--- config.mk ---
export PLATFORM = sky130hd
export DESIGN_NAME = motor_current_pi_drive_core
export DESIGN_NICKNAME = d
export VERILOG_FILES = /design/src/rtl/core/mcpi_pkg.sv /design/src/rtl/core/motor_current_pi_drive_core.sv
export SDC_FILE = /design/constraint.sdc
export NUM_CORES = 2
export LEC_CHECK = 0
export BUFFER_PORTS_ARGS = -buffer_cell sky130_fd_sc_hd__buf_4
export CELL_PAD_IN_SITES_DETAIL_PLACEMENT = 1
export CELL_PAD_IN_SITES_GLOBAL_PLACEMENT = 1
export CORE_ASPECT_RATIO = 0.6
export CORE_MARGIN = 2
export CORE_UTILIZATION = 47
export DETAILED_ROUTE_END_ITERATION = 10
export PLACE_DENSITY_LB_ADDON = 0.1
export SLEW_MARGIN = 40
export SYNTH_ARGS = -nofsm -noshare
export SYNTH_HDL_FRONTEND = slang
export SYNTH_SLANG_ARGS = --single-unit
--- constraint.sdc ---
create_clock -name clk -period 11.3 [get_ports clk]
set_clock_uncertainty 0.05 [all_clocks]
set_input_delay 3.39 -clock clk [delete_from_list [all_inputs] [get_ports clk]]
set_output_delay 3.39 -clock clk [all_outputs]
set_load 0.01 [all_outputs]
--- src/rtl/core/mcpi_pkg.sv ---
// shared types and constants of the motor current pi drive core
package mcpi_pkg;

	typedef enum logic [1:0] {
		OP_RAW     = 2'd0,
		OP_CURRENT = 2'd1,
		OP_TORQUE  = 2'd2,
		OP_RESET   = 2'd3
	} op_t;

	typedef enum logic [4:0] {
		ST_IDLE,
		ST_DECODE,
		ST_TORQ_SCALE,
		ST_CUR,
		ST_PMUL,
		ST_IMUL_LO,
		ST_IMUL_HI,
		ST_ISAT,
		ST_SUM,
		ST_CLAMP,
		ST_DTMUL,
		ST_INTEG,
		ST_DB_CHK,
		ST_DB_M2,
		ST_DB_M3,
		ST_DB_CLAMP,
		ST_DIV,
		ST_DRIVE
	} st_t;

	localparam logic [2:0] CFG_DUTY_LIMIT    = 3'd0;
	localparam logic [2:0] CFG_DEADBAND      = 3'd1;
	localparam logic [2:0] CFG_CURRENT_LIMIT = 3'd2;
	localparam logic [2:0] CFG_PROP_GAIN     = 3'd3;
	localparam logic [2:0] CFG_INTEG_GAIN    = 3'd4;
	localparam logic [2:0] CFG_INV_TORQUE    = 3'd5;
	localparam logic [2:0] CFG_TORQUE_EPS    = 3'd6;
	localparam logic [2:0] CFG_RAW_EPS       = 3'd7;

	localparam logic [14:0] DUTY_LIMIT_RST = 15'h7FFF;
	localparam logic [14:0] CUR_LIMIT_RST  = 15'h7FFF;
	localparam logic [31:0] INV_TORQUE_RST = 32'h0001_0000;
	localparam logic [31:0] UNITY_Q16      = 32'h0001_0000;
	localparam logic [15:0] DT_DEFAULT     = 16'd5000;

	// product magnitude cap, 2^61
	localparam logic [61:0] PROD_CAP = 62'h2000_0000_0000_0000;

	// last divider count (15 quotient bits), quotient does not exceed the duty limit
	localparam logic [3:0] DIV_LAST = 4'd14;

endpackage

--- src/rtl/core/motor_current_pi_drive_core.sv ---
// motor current pi drive core: raw, current and torque duty with pi loop and deadband
//
//  channel   signals                                     direction
//  req       req_valid, req_stall, opcode .. ff_sign     command word in
//  rsp       rsp_valid, rsp_stall, pwm_out, saturated,   result word out
//            at_rest
//  cfg       cfg_we, cfg_index, cfg_data                 register write in
//
// one 32x24 multiplier and a 1-bit-per-cycle restoring divider are shared
// under the sequencer. loop reset, raw below eps and torque hold skip the
// pi loop; a current or torque step runs it, and deadband compensation
// then runs the divider, also for raw words.
// req_stall is high whenever the sequencer is not idle. the result sits in an
// output register, so the next word is taken while rsp_stall holds a result.
// reset clears the integrator, sets rest and loads register defaults.
module motor_current_pi_drive_core
	import mcpi_pkg::*;
#(
	parameter bit OUTPUT_INVERT = 1'b0
) (
	input  logic               clk,
	input  logic               arst_n,
	input  logic               req_valid,
	output logic               req_stall,
	input  logic [1:0]         opcode,
	input  logic signed [15:0] command,
	input  logic signed [15:0] measured_current,
	input  logic [15:0]        step_time_us,
	input  logic               use_deadband,
	input  logic signed [1:0]  ff_sign,
	output logic               rsp_valid,
	input  logic               rsp_stall,
	output logic signed [15:0] pwm_out,
	output logic               saturated,
	output logic               at_rest,
	input  logic               cfg_we,
	input  logic [2:0]         cfg_index,
	input  logic [31:0]        cfg_data
);

	st_t state_q, state_d;

	logic [14:0] duty_limit_q, deadband_q, current_limit_q, torque_eps_q, raw_eps_q;
	logic [31:0] prop_gain_q, integ_gain_q, inv_torque_q;

	op_t                opcode_q;
	logic signed [15:0] cmd_q, meas_q;
	logic [15:0]        dt_q;
	logic               usedb_q;
	logic [1:0]         dir_q;

	logic signed [47:0] integ_q;
	logic               rest_q;

	logic signed [15:0] iref_q;
	logic signed [16:0] err_q;
	logic signed [49:0] pacc_q;
	logic [55:0]        plo_q;
	logic [61:0]        isat_q;
	logic signed [47:0] dfull_q;
	logic signed [15:0] duty_q;
	logic               sat_q;

	logic               sneg_q, t2neg_q, qneg_q;
	logic signed [31:0] t1_q, num_q;
	logic [14:0]        rem_q, dvd_q, quo_q;
	logic [3:0]         cnt_q;

	logic               rsp_valid_q, sat_out_q, rest_out_q;
	logic signed [15:0] pwm_q;

	logic [31:0] mul_a;
	logic [23:0] mul_b;
	logic [55:0] mul_p;
	logic [55:0] prod_q;

	// ---- shared combinational terms ----
	logic [16:0] cmd_ext, cmd_mag;
	logic        raw_zero, eps_on, rest_stay, below_eps, hold;
	logic [31:0] k_eff;
	logic [16:0] err_mag;
	logic        err_neg, err_pos;
	logic [47:0] imag;
	logic        dfull_hi, dfull_lo, integ_en;
	logic signed [47:0] mx48;
	logic signed [16:0] m17, duty17, dcl17;
	logic signed [15:0] dcl;
	logic        db_pass, s_neg;
	logic signed [15:0] mdiff;
	logic [14:0] mdiff_mag, duty_mag;
	logic [15:0] div_trial, div_sub;
	logic        div_ge;
	logic [14:0] quo_n;
	logic        out_free;

	function automatic logic signed [15:0] clamp_ref(input logic neg, input logic [31:0] mag,
			input logic [14:0] lim);
		logic [14:0] c;
		c = (mag > {17'd0, lim}) ? lim : mag[14:0];
		return neg ? -$signed({1'b0, c}) : $signed({1'b0, c});
	endfunction

	assign cmd_ext   = {cmd_q[15], cmd_q};
	assign cmd_mag   = cmd_q[15] ? (~cmd_ext + 17'd1) : cmd_ext;
	assign raw_zero  = cmd_mag < {2'b00, raw_eps_q};
	assign eps_on    = torque_eps_q != 15'd0;
	assign rest_stay = {cmd_mag, 1'b0} <= ({3'b000, torque_eps_q} + {2'b00, torque_eps_q, 1'b0});
	assign below_eps = cmd_mag < {2'b00, torque_eps_q};
	assign hold      = eps_on && (rest_q ? rest_stay : below_eps);
	assign k_eff     = (inv_torque_q == 32'd0) ? UNITY_Q16 : inv_torque_q;

	assign err_neg = err_q[16];
	assign err_pos = !err_q[16] && (err_q != 17'sd0);
	assign err_mag = err_neg ? (~err_q + 17'd1) : err_q;
	assign imag    = integ_q[47] ? (~integ_q + 48'd1) : integ_q;

	assign mx48     = $signed({33'd0, duty_limit_q});
	assign dfull_hi = dfull_q > mx48;
	assign dfull_lo = dfull_q < -mx48;
	assign integ_en = (!dfull_hi && !dfull_lo) || (dfull_hi && err_neg) || (dfull_lo && err_pos);

	// duty clamp to +-duty limit
	assign m17    = $signed({2'b00, duty_limit_q});
	assign duty17 = {duty_q[15], duty_q};
	assign dcl17  = (duty17 > m17) ? m17 : ((duty17 < -m17) ? -m17 : duty17);
	assign dcl    = dcl17[15:0];

	assign db_pass = (deadband_q == 15'd0) || (dcl == 16'sd0) || (duty_limit_q == 15'd0);
	always_comb begin
		priority if (dir_q == 2'b01) s_neg = 1'b0;
		else if (dir_q[1])         s_neg = 1'b1;
		else                       s_neg = !(dcl > 16'sd0);
	end

	assign mdiff     = $signed({1'b0, duty_limit_q}) - $signed({1'b0, deadband_q});
	assign mdiff_mag = mdiff[15] ? 15'(-mdiff) : mdiff[14:0];
	assign duty_mag  = duty_q[15] ? 15'(-duty_q) : duty_q[14:0];

	// restoring divider step
	assign div_trial = {rem_q, dvd_q[14]};
	assign div_ge    = div_trial >= {1'b0, duty_limit_q};
	assign div_sub   = div_trial - {1'b0, duty_limit_q};
	assign quo_n     = {quo_q[13:0], div_ge};

	assign out_free = !rsp_valid_q || !rsp_stall;

	assign mul_p = mul_a * mul_b;

	// ---- next state ----
	always_comb begin
		state_d = state_q;
		unique case (state_q)
			ST_IDLE:       if (req_valid) state_d = ST_DECODE;
			ST_DECODE: begin
				unique case (opcode_q)
					OP_RESET:   state_d = ST_IDLE;
					OP_RAW:     state_d = raw_zero ? ST_DRIVE : ST_DB_CHK;
					OP_CURRENT: state_d = ST_CUR;
					OP_TORQUE:  state_d = hold ? ST_DRIVE : ST_TORQ_SCALE;
					default:    state_d = ST_IDLE;
				endcase
			end
			ST_TORQ_SCALE: state_d = ST_CUR;
			ST_CUR:        state_d = (iref_q == 16'sd0) ? ST_DRIVE : ST_PMUL;
			ST_PMUL:       state_d = ST_IMUL_LO;
			ST_IMUL_LO:    state_d = ST_IMUL_HI;
			ST_IMUL_HI:    state_d = ST_ISAT;
			ST_ISAT:       state_d = ST_SUM;
			ST_SUM:        state_d = ST_CLAMP;
			ST_CLAMP: begin
				if (integ_en)     state_d = ST_DTMUL;
				else if (usedb_q) state_d = ST_DB_CHK;
				else              state_d = ST_DRIVE;
			end
			ST_DTMUL:      state_d = ST_INTEG;
			ST_INTEG:      state_d = usedb_q ? ST_DB_CHK : ST_DRIVE;
			ST_DB_CHK:     state_d = db_pass ? ST_DRIVE : ST_DB_M2;
			ST_DB_M2:      state_d = ST_DB_M3;
			ST_DB_M3:      state_d = ST_DB_CLAMP;
			ST_DB_CLAMP:   state_d = ST_DIV;
			ST_DIV:        if (cnt_q == 4'd0) state_d = ST_DRIVE;
			ST_DRIVE:      if (out_free) state_d = ST_IDLE;
			default:       state_d = ST_IDLE;
		endcase
	end

	// ---- sequencer outputs: stall and multiplier operands ----
	always_comb begin
		req_stall = state_q != ST_IDLE;
		mul_a = 32'd0;
		mul_b = 24'd0;
		unique case (state_q)
			ST_DECODE: begin
				mul_a = k_eff;
				mul_b = {7'd0, cmd_mag};
			end
			ST_PMUL: begin
				mul_a = prop_gain_q;
				mul_b = {7'd0, err_mag};
			end
			ST_IMUL_LO: begin
				mul_a = integ_gain_q;
				mul_b = imag[23:0];
			end
			ST_IMUL_HI: begin
				mul_a = integ_gain_q;
				mul_b = imag[47:24];
			end
			ST_DTMUL: begin
				mul_a = {15'd0, err_mag};
				mul_b = {8'd0, dt_q};
			end
			ST_DB_CHK: begin
				mul_a = {17'd0, deadband_q};
				mul_b = {9'd0, duty_limit_q};
			end
			ST_DB_M2: begin
				mul_a = {17'd0, duty_mag};
				mul_b = {9'd0, mdiff_mag};
			end
			ST_DB_M3: begin
				mul_a = {17'd0, duty_limit_q};
				mul_b = {9'd0, duty_limit_q};
			end
			default: begin
				mul_a = 32'd0;
				mul_b = 24'd0;
			end
		endcase
	end

	// ---- configuration registers ----
	always_ff @(posedge clk or negedge arst_n) begin
		if (!arst_n) begin
			duty_limit_q    <= DUTY_LIMIT_RST;
			deadband_q      <= 15'd0;
			current_limit_q <= CUR_LIMIT_RST;
			prop_gain_q     <= 32'd0;
			integ_gain_q    <= 32'd0;
			inv_torque_q    <= INV_TORQUE_RST;
			torque_eps_q    <= 15'd0;
			raw_eps_q       <= 15'd0;
		end else if (cfg_we) begin
			unique case (cfg_index)
				CFG_DUTY_LIMIT:    duty_limit_q    <= cfg_data[14:0];
				CFG_DEADBAND:      deadband_q      <= cfg_data[14:0];
				CFG_CURRENT_LIMIT: current_limit_q <= cfg_data[14:0];
				CFG_PROP_GAIN:     prop_gain_q     <= cfg_data;
				CFG_INTEG_GAIN:    integ_gain_q    <= cfg_data;
				CFG_INV_TORQUE:    inv_torque_q    <= cfg_data;
				CFG_TORQUE_EPS:    torque_eps_q    <= cfg_data[14:0];
				CFG_RAW_EPS:       raw_eps_q       <= cfg_data[14:0];
				default:           ;
			endcase
		end
	end

	// ---- control state ----
	always_ff @(posedge clk or negedge arst_n) begin
		if (!arst_n) begin
			state_q     <= ST_IDLE;
			rsp_valid_q <= 1'b0;
			integ_q     <= 48'sd0;
			rest_q      <= 1'b1;
		end else begin
			state_q <= state_d;
			if (state_q == ST_DRIVE && out_free) rsp_valid_q <= 1'b1;
			else if (!rsp_stall)                 rsp_valid_q <= 1'b0;

			unique case (state_q)
				ST_DECODE: begin
					if (opcode_q == OP_RESET) begin
						integ_q <= 48'sd0;
						rest_q  <= 1'b1;
					end else if (opcode_q == OP_TORQUE && eps_on) begin
						if (rest_q && !rest_stay) rest_q <= 1'b0;
						else if (!rest_q && below_eps) rest_q <= 1'b1;
						if (hold) integ_q <= 48'sd0;
					end
				end
				ST_CUR: begin
					if (iref_q == 16'sd0) integ_q <= 48'sd0;
				end
				ST_INTEG: begin : integ_upd
					logic signed [49:0] n;
					logic signed [49:0] d;
					d = $signed({17'd0, prod_q[32:0]});
					n = {{2{integ_q[47]}}, integ_q} + (err_neg ? -d : d);
					// saturate to the 48-bit range
					if (n[49:47] == 3'b000 || n[49:47] == 3'b111) integ_q <= n[47:0];
					else if (n[49])                              integ_q <= {1'b1, 47'd0};
					else                                         integ_q <= {1'b0, {47{1'b1}}};
				end
				default: ;
			endcase
		end
	end

	// ---- datapath ----
	always_ff @(posedge clk) begin
		prod_q <= mul_p;
		unique case (state_q)
			ST_IDLE: begin
				if (req_valid) begin
					opcode_q <= op_t'(opcode);
					cmd_q    <= command;
					meas_q   <= measured_current;
					dt_q     <= (step_time_us == 16'd0) ? DT_DEFAULT : step_time_us;
					usedb_q  <= use_deadband;
					dir_q    <= (op_t'(opcode) == OP_RAW) ? 2'b00 : ff_sign;
				end
			end
			ST_DECODE: begin
				sat_q <= 1'b0;
				if (opcode_q == OP_RAW) duty_q <= raw_zero ? 16'sd0 : cmd_q;
				else if (opcode_q == OP_TORQUE && hold) duty_q <= 16'sd0;
				iref_q <= clamp_ref(cmd_q[15], {15'd0, cmd_mag}, current_limit_q);
			end
			ST_TORQ_SCALE: begin
				iref_q <= clamp_ref(cmd_q[15], prod_q[47:16], current_limit_q);
			end
			ST_CUR: begin
				duty_q <= 16'sd0;
				err_q  <= $signed({iref_q[15], iref_q}) - $signed({meas_q[15], meas_q});
			end
			ST_IMUL_LO: begin : pterm
				logic [49:0] p;
				p = {2'b00, prod_q[47:0]};
				pacc_q <= err_neg ? $signed(~p + 50'd1) : $signed(p);
			end
			ST_IMUL_HI: plo_q <= prod_q;
			ST_ISAT: begin : iterm
				logic [61:0] s;
				s = {1'b0, prod_q[36:0], 24'd0} + {6'd0, plo_q};
				isat_q <= ((|prod_q[55:37]) || (s > PROD_CAP)) ? PROD_CAP : s;
			end
			ST_SUM: begin : pisum
				logic [63:0] iv;
				logic [63:0] tot;
				iv  = {2'b00, isat_q};
				tot = {{14{pacc_q[49]}}, pacc_q} + (integ_q[47] ? (~iv + 64'd1) : iv);
				// arithmetic shift by 16, i.e. floor
				dfull_q <= $signed(tot[63:16]);
			end
			ST_CLAMP: begin
				sat_q <= dfull_hi || dfull_lo;
				if (dfull_hi)      duty_q <= $signed({1'b0, duty_limit_q});
				else if (dfull_lo) duty_q <= -$signed({1'b0, duty_limit_q});
				else               duty_q <= dfull_q[15:0];
			end
			ST_DB_CHK: begin
				duty_q <= dcl;
				sneg_q <= s_neg;
			end
			ST_DB_M2: begin : t1calc
				logic [31:0] p;
				p = {2'b00, prod_q[29:0]};
				t1_q    <= sneg_q ? $signed(~p + 32'd1) : $signed(p);
				t2neg_q <= duty_q[15] ^ mdiff[15];
			end
			ST_DB_M3: begin : numcalc
				logic [31:0] p;
				p = {2'b00, prod_q[29:0]};
				num_q <= t1_q + (t2neg_q ? $signed(~p + 32'd1) : $signed(p));
			end
			ST_DB_CLAMP: begin : numclamp
				logic [31:0] nm;
				logic [29:0] cm;
				nm = num_q[31] ? (~num_q + 32'd1) : num_q;
				cm = (nm > {2'b00, prod_q[29:0]}) ? prod_q[29:0] : nm[29:0];
				// upper half is already below the duty limit
				rem_q  <= cm[29:15];
				dvd_q  <= cm[14:0];
				quo_q  <= 15'd0;
				cnt_q  <= DIV_LAST;
				qneg_q <= num_q[31];
			end
			ST_DIV: begin
				rem_q <= div_ge ? div_sub[14:0] : div_trial[14:0];
				dvd_q <= {dvd_q[13:0], 1'b0};
				quo_q <= quo_n;
				cnt_q <= cnt_q - 4'd1;
				if (cnt_q == 4'd0)
					duty_q <= qneg_q ? -$signed({1'b0, quo_n}) : $signed({1'b0, quo_n});
			end
			ST_DRIVE: begin
				if (out_free) begin
					pwm_q      <= OUTPUT_INVERT ? -dcl : dcl;
					sat_out_q  <= sat_q;
					rest_out_q <= rest_q;
				end
			end
			default: ;
		endcase
	end

	assign rsp_valid = rsp_valid_q;
	assign pwm_out   = pwm_q;
	assign saturated = sat_out_q;
	assign at_rest   = rest_out_q;

endmodule
==> impl_metrics.env <==
export IMPL_status="finished, final reports clean"
export IMPL_synth_nets=9677
export IMPL_rows=114
export IMPL_p_leak_nw=36.9
export IMPL_clock_latency_ns=0.72
export IMPL_min_path_type="flip-flop to flip-flop"
export IMPL_vias_per_cell=6.20
export IMPL_synth_top_cell_by_area="edfxtp_1"
export IMPL_firstDrtPassIters=7
export IMPL_grt_max_degree=132
export IMPL_cp_startpoint="integ_q[10]$_DFFE_PN0P_"
export IMPL_dp_hpwl_um=258000
export IMPL_crit_path_frequent_cell="fa_1"
export IMPL_ys_ff_latch=734
export IMPL_required_ns=11.87
export IMPL_fin_cells=10600
export IMPL_fin_area_um2=83500
export IMPL_ant_nets=0
export IMPL_gp_congestion=0.997
export IMPL_drt_iter0_markers=7630
export IMPL_rr_worst_depth=39
export IMPL_period_share_pct=95.3
export IMPL_cpPeakStageDelay_ns=0.65
export IMPL_synth_top_area_share_pct=17.9
export IMPL_grt_util_all_layers_pct=38.3
export IMPL_ys_types=96
export IMPL_drc=0
export IMPL_postPlaceCellArea_um2=80500
export IMPL_worst_setup_path_start_kind="flip-flop"
export IMPL_reg2reg_to="prod_q[52]$_DFF_P_"
export IMPL_ys_top_cells_by_area="edfxtp_1 (18%), fa_1 (18%), ha_1 (10%)"
export IMPL_r2r_start="integ_q[10]$_DFFE_PN0P_"
export IMPL_worst_path_max_fanout=9
export IMPL_setup_viol=0
export IMPL_post_route_worst_setup_slack_ns=0.532
export IMPL_routedWlPerCell_um=30.1
export IMPL_dominantRegCellSynth="edfxtp_1"
export IMPL_clkSinkCount=734
export IMPL_hold_violations=0
export IMPL_drive_gt1_share_pct=9.60
export IMPL_dp_cells=10400
export IMPL_vias=65500
export IMPL_die_y_um=315
export IMPL_cts_tree="done"
export IMPL_clock_tree_buffer_depth=3
export IMPL_synth_edf_count=452
export IMPL_ys_async_sr_fraction_pct=30.8
export IMPL_period_minus_slack_ns=10.77
export IMPL_die_w_um=523
export IMPL_netlist_area_um2=76000
export IMPL_port_buffers=112
export IMPL_place_ws_ns=0.0661
export IMPL_yosys_warnings=0
export IMPL_grt_pass1_vias=66300
export IMPL_slew_headroom_pct=36.0
export IMPL_peakVddDrop_v=0.000298
export IMPL_maxCapViolations=0
export IMPL_area_delta_synth_final_pct=9.90
export IMPL_regToRegSetupSlack_ns=0.53
export IMPL_cts_buffers=80
export IMPL_synth_avg_cell_area_um2=9.17
export IMPL_rsz0062_at_grt="false"
export IMPL_root_buffer="clkbuf_16"
export IMPL_critPathCapture="prod_q[52]$_DFF_P_"
export IMPL_crit_type="flip-flop to flip-flop"
export IMPL_finalSetupTns_ns=0
export IMPL_htreeDepth=3
export IMPL_wl_um=318000
export IMPL_cp_slowest_cell="or4_1"
export IMPL_antenna_found_initial=16
export IMPL_io_pin_count=113
export IMPL_clk_pin_slew_ns=0.07
export IMPL_dieArea_um2=165000
export IMPL_ys_seq_area_share_pct=26.8
export IMPL_pwr_density_cell_nw_per_um2=355
export IMPL_start_util_pct=47.3
export IMPL_worst_pin_slew_ns=0.960
export IMPL_hold_ws_ns=0.390
export IMPL_grt_pass1_wl_um=462000
export IMPL_cp_end_kind="flip-flop"
export IMPL_synth_cells=8284
export IMPL_final_net_count=9748
export IMPL_slew_viol_final=0
export IMPL_fmax_mhz=92.9
export IMPL_grt_overflow=0
export IMPL_core_area_um2=161000
export IMPL_arrival_ns=11.34
## cell families (layout without fill, tap and decap cells)
logic type	after synthesis	count (layout)	share of synthesized area, %
AND/OR/NAND/NOR	2428	2428	14.9
AO/OA/AOI/OAI	1604	1604	13.9
buffers and inverters	1486	1623	7.37
adder cells (fa/ha/maj)	1300	1300	28.0
flip-flops	734	734	26.8
XOR/XNOR	551	551	6.36
multiplexers	181	181	2.62
other	0	3	0
## cell usage after synthesis (62+ instances only)
cell / number
and2_1: 116
a21oi_1: 367
nor2_1: 547
nor4_1: 68
inv_1: 1107
o21ai_0: 337
nand3_1: 110
ha_1: 635
a21o_1: 163
nand2_1: 990
fa_1: 665
xnor2_1: 414
clkbuf_1: 340
dfrtp_1: 194
nor2b_1: 73
and3_1: 62
nand2b_1: 75
nand4_1: 92
nor3_1: 97
mux2_2: 132
xor2_1: 136
edfxtp_1: 452
o31ai_1: 75
## report_power, final
| part | switching (W) | total, W | internal, W |
|---|---|---|---|
| registers | 0.000765 | 0.00470 | 0.00394 |
| logic | 0.0146 | 0.0222 | 0.00752 |
| clock network | 0.00126 | 0.00281 | 0.00155 |
## placed cells by master (no fill, tap or decap), types with 136 or more instances in the layout
| cell type | synthesis | routed |
|---|---|---|
| dfrtp_1 | 194 | 193 |
| xnor2_1 | 414 | 403 |
| inv_1 | 1107 | 1105 |
| a21oi_1 | 367 | 362 |
| nor2_1 | 547 | 537 |
| o21ai_0 | 337 | 329 |
| ha_1 | 635 | 635 |
| xor2_1 | 136 | 136 |
| fa_1 | 665 | 665 |
| nand2_1 | 990 | 986 |
| edfxtp_1 | 452 | 452 |
| a21o_1 | 163 | 163 |
| buf_4 | 1 | 340 |
## metrics by stage
stage	utilization [%]	power, W
floorplan	-	0.0177
CTS	51.8	0.0291
detailed placement	50.1	0.0261
global route	51.9	0.0316
global placement	50.0	0.0256
finish	52.0	0.0297
## layer usage
metal / vias to the layer above / wire [um] / GRT usage (%) / share of wire, %
met5: - / 26 / 0 / 0.0082
met4: 4 / 6670 / 7.53 / 2.1
met3: 341 / 39600 / 12.4 / 12
met2: 3125 / 123000 / 51.3 / 39
met1: 33700 / 149000 / 59.5 / 47
li1: 28300 / - / - / -
## cell type report
type,count,area [um2]
Timing Repair Buffer,364,2980
Clock inverter,36,439
Antenna cell,3,7.51
Inverter,1111,4170
Sequential cell,734,20400
Tap cell,2146,2690
Fill cell,18300,77200
Clock buffer,112,2260
Multi-Input combinational cell,6064,50600
## flip-flops by register name, summed over array words and instances (netlist names), 16 cells and up
register	flops
cmd_q	16
dfull_q	48
dt_q	16
duty_q	16
err_q	17
integ_gain_q	32
integ_q	48
inv_torque_q	32
iref_q	16
isat_q	62
meas_q	16
num_q	32
pacc_q	50
plo_q	56
prod_q	56
prop_gain_q	32
pwm_out	16
t1_q	32
## critical path: cells and delay by family, from the launching register on
kind	cells	cell delay, ns
xor gates and xnor gates	2	0.55
adders and majority gates	8	3.91
AOI/OAI and AO/OA	11	2.20
DFF	1	0.44
buffers and inverters	8	0.95
and+or+nand+nor	10	2.57
## how the worst min path moves through the flow
stage,depth (start not counted),to,slack [ns],startpoint
after CTS,0,plo_q[54]$_DFFE_PP_,0.39,prod_q[54]$_DFF_P_
after global placement,0,plo_q[54]$_DFFE_PP_,0.38,prod_q[54]$_DFF_P_
after floorplan,0,saturated$_DFFE_PP_,0.35,sat_q$_DFFE_PP_
after global routing,0,plo_q[54]$_DFFE_PP_,0.40,prod_q[54]$_DFF_P_
final,0,plo_q[54]$_DFFE_PP_,0.39,prod_q[54]$_DFF_P_
after detailed placement,0,plo_q[54]$_DFFE_PP_,0.37,prod_q[54]$_DFF_P_
## timing repair
item / CTS / global route
hold buffers: 0 / 0
setup endpoints to repair: 1 / 16
pin swaps: 0 / 5
cloned: 0 / 1
setup buffers: 0 / 4
resized for setup: 1 / 25
Power figures use the tool's default switching activity.
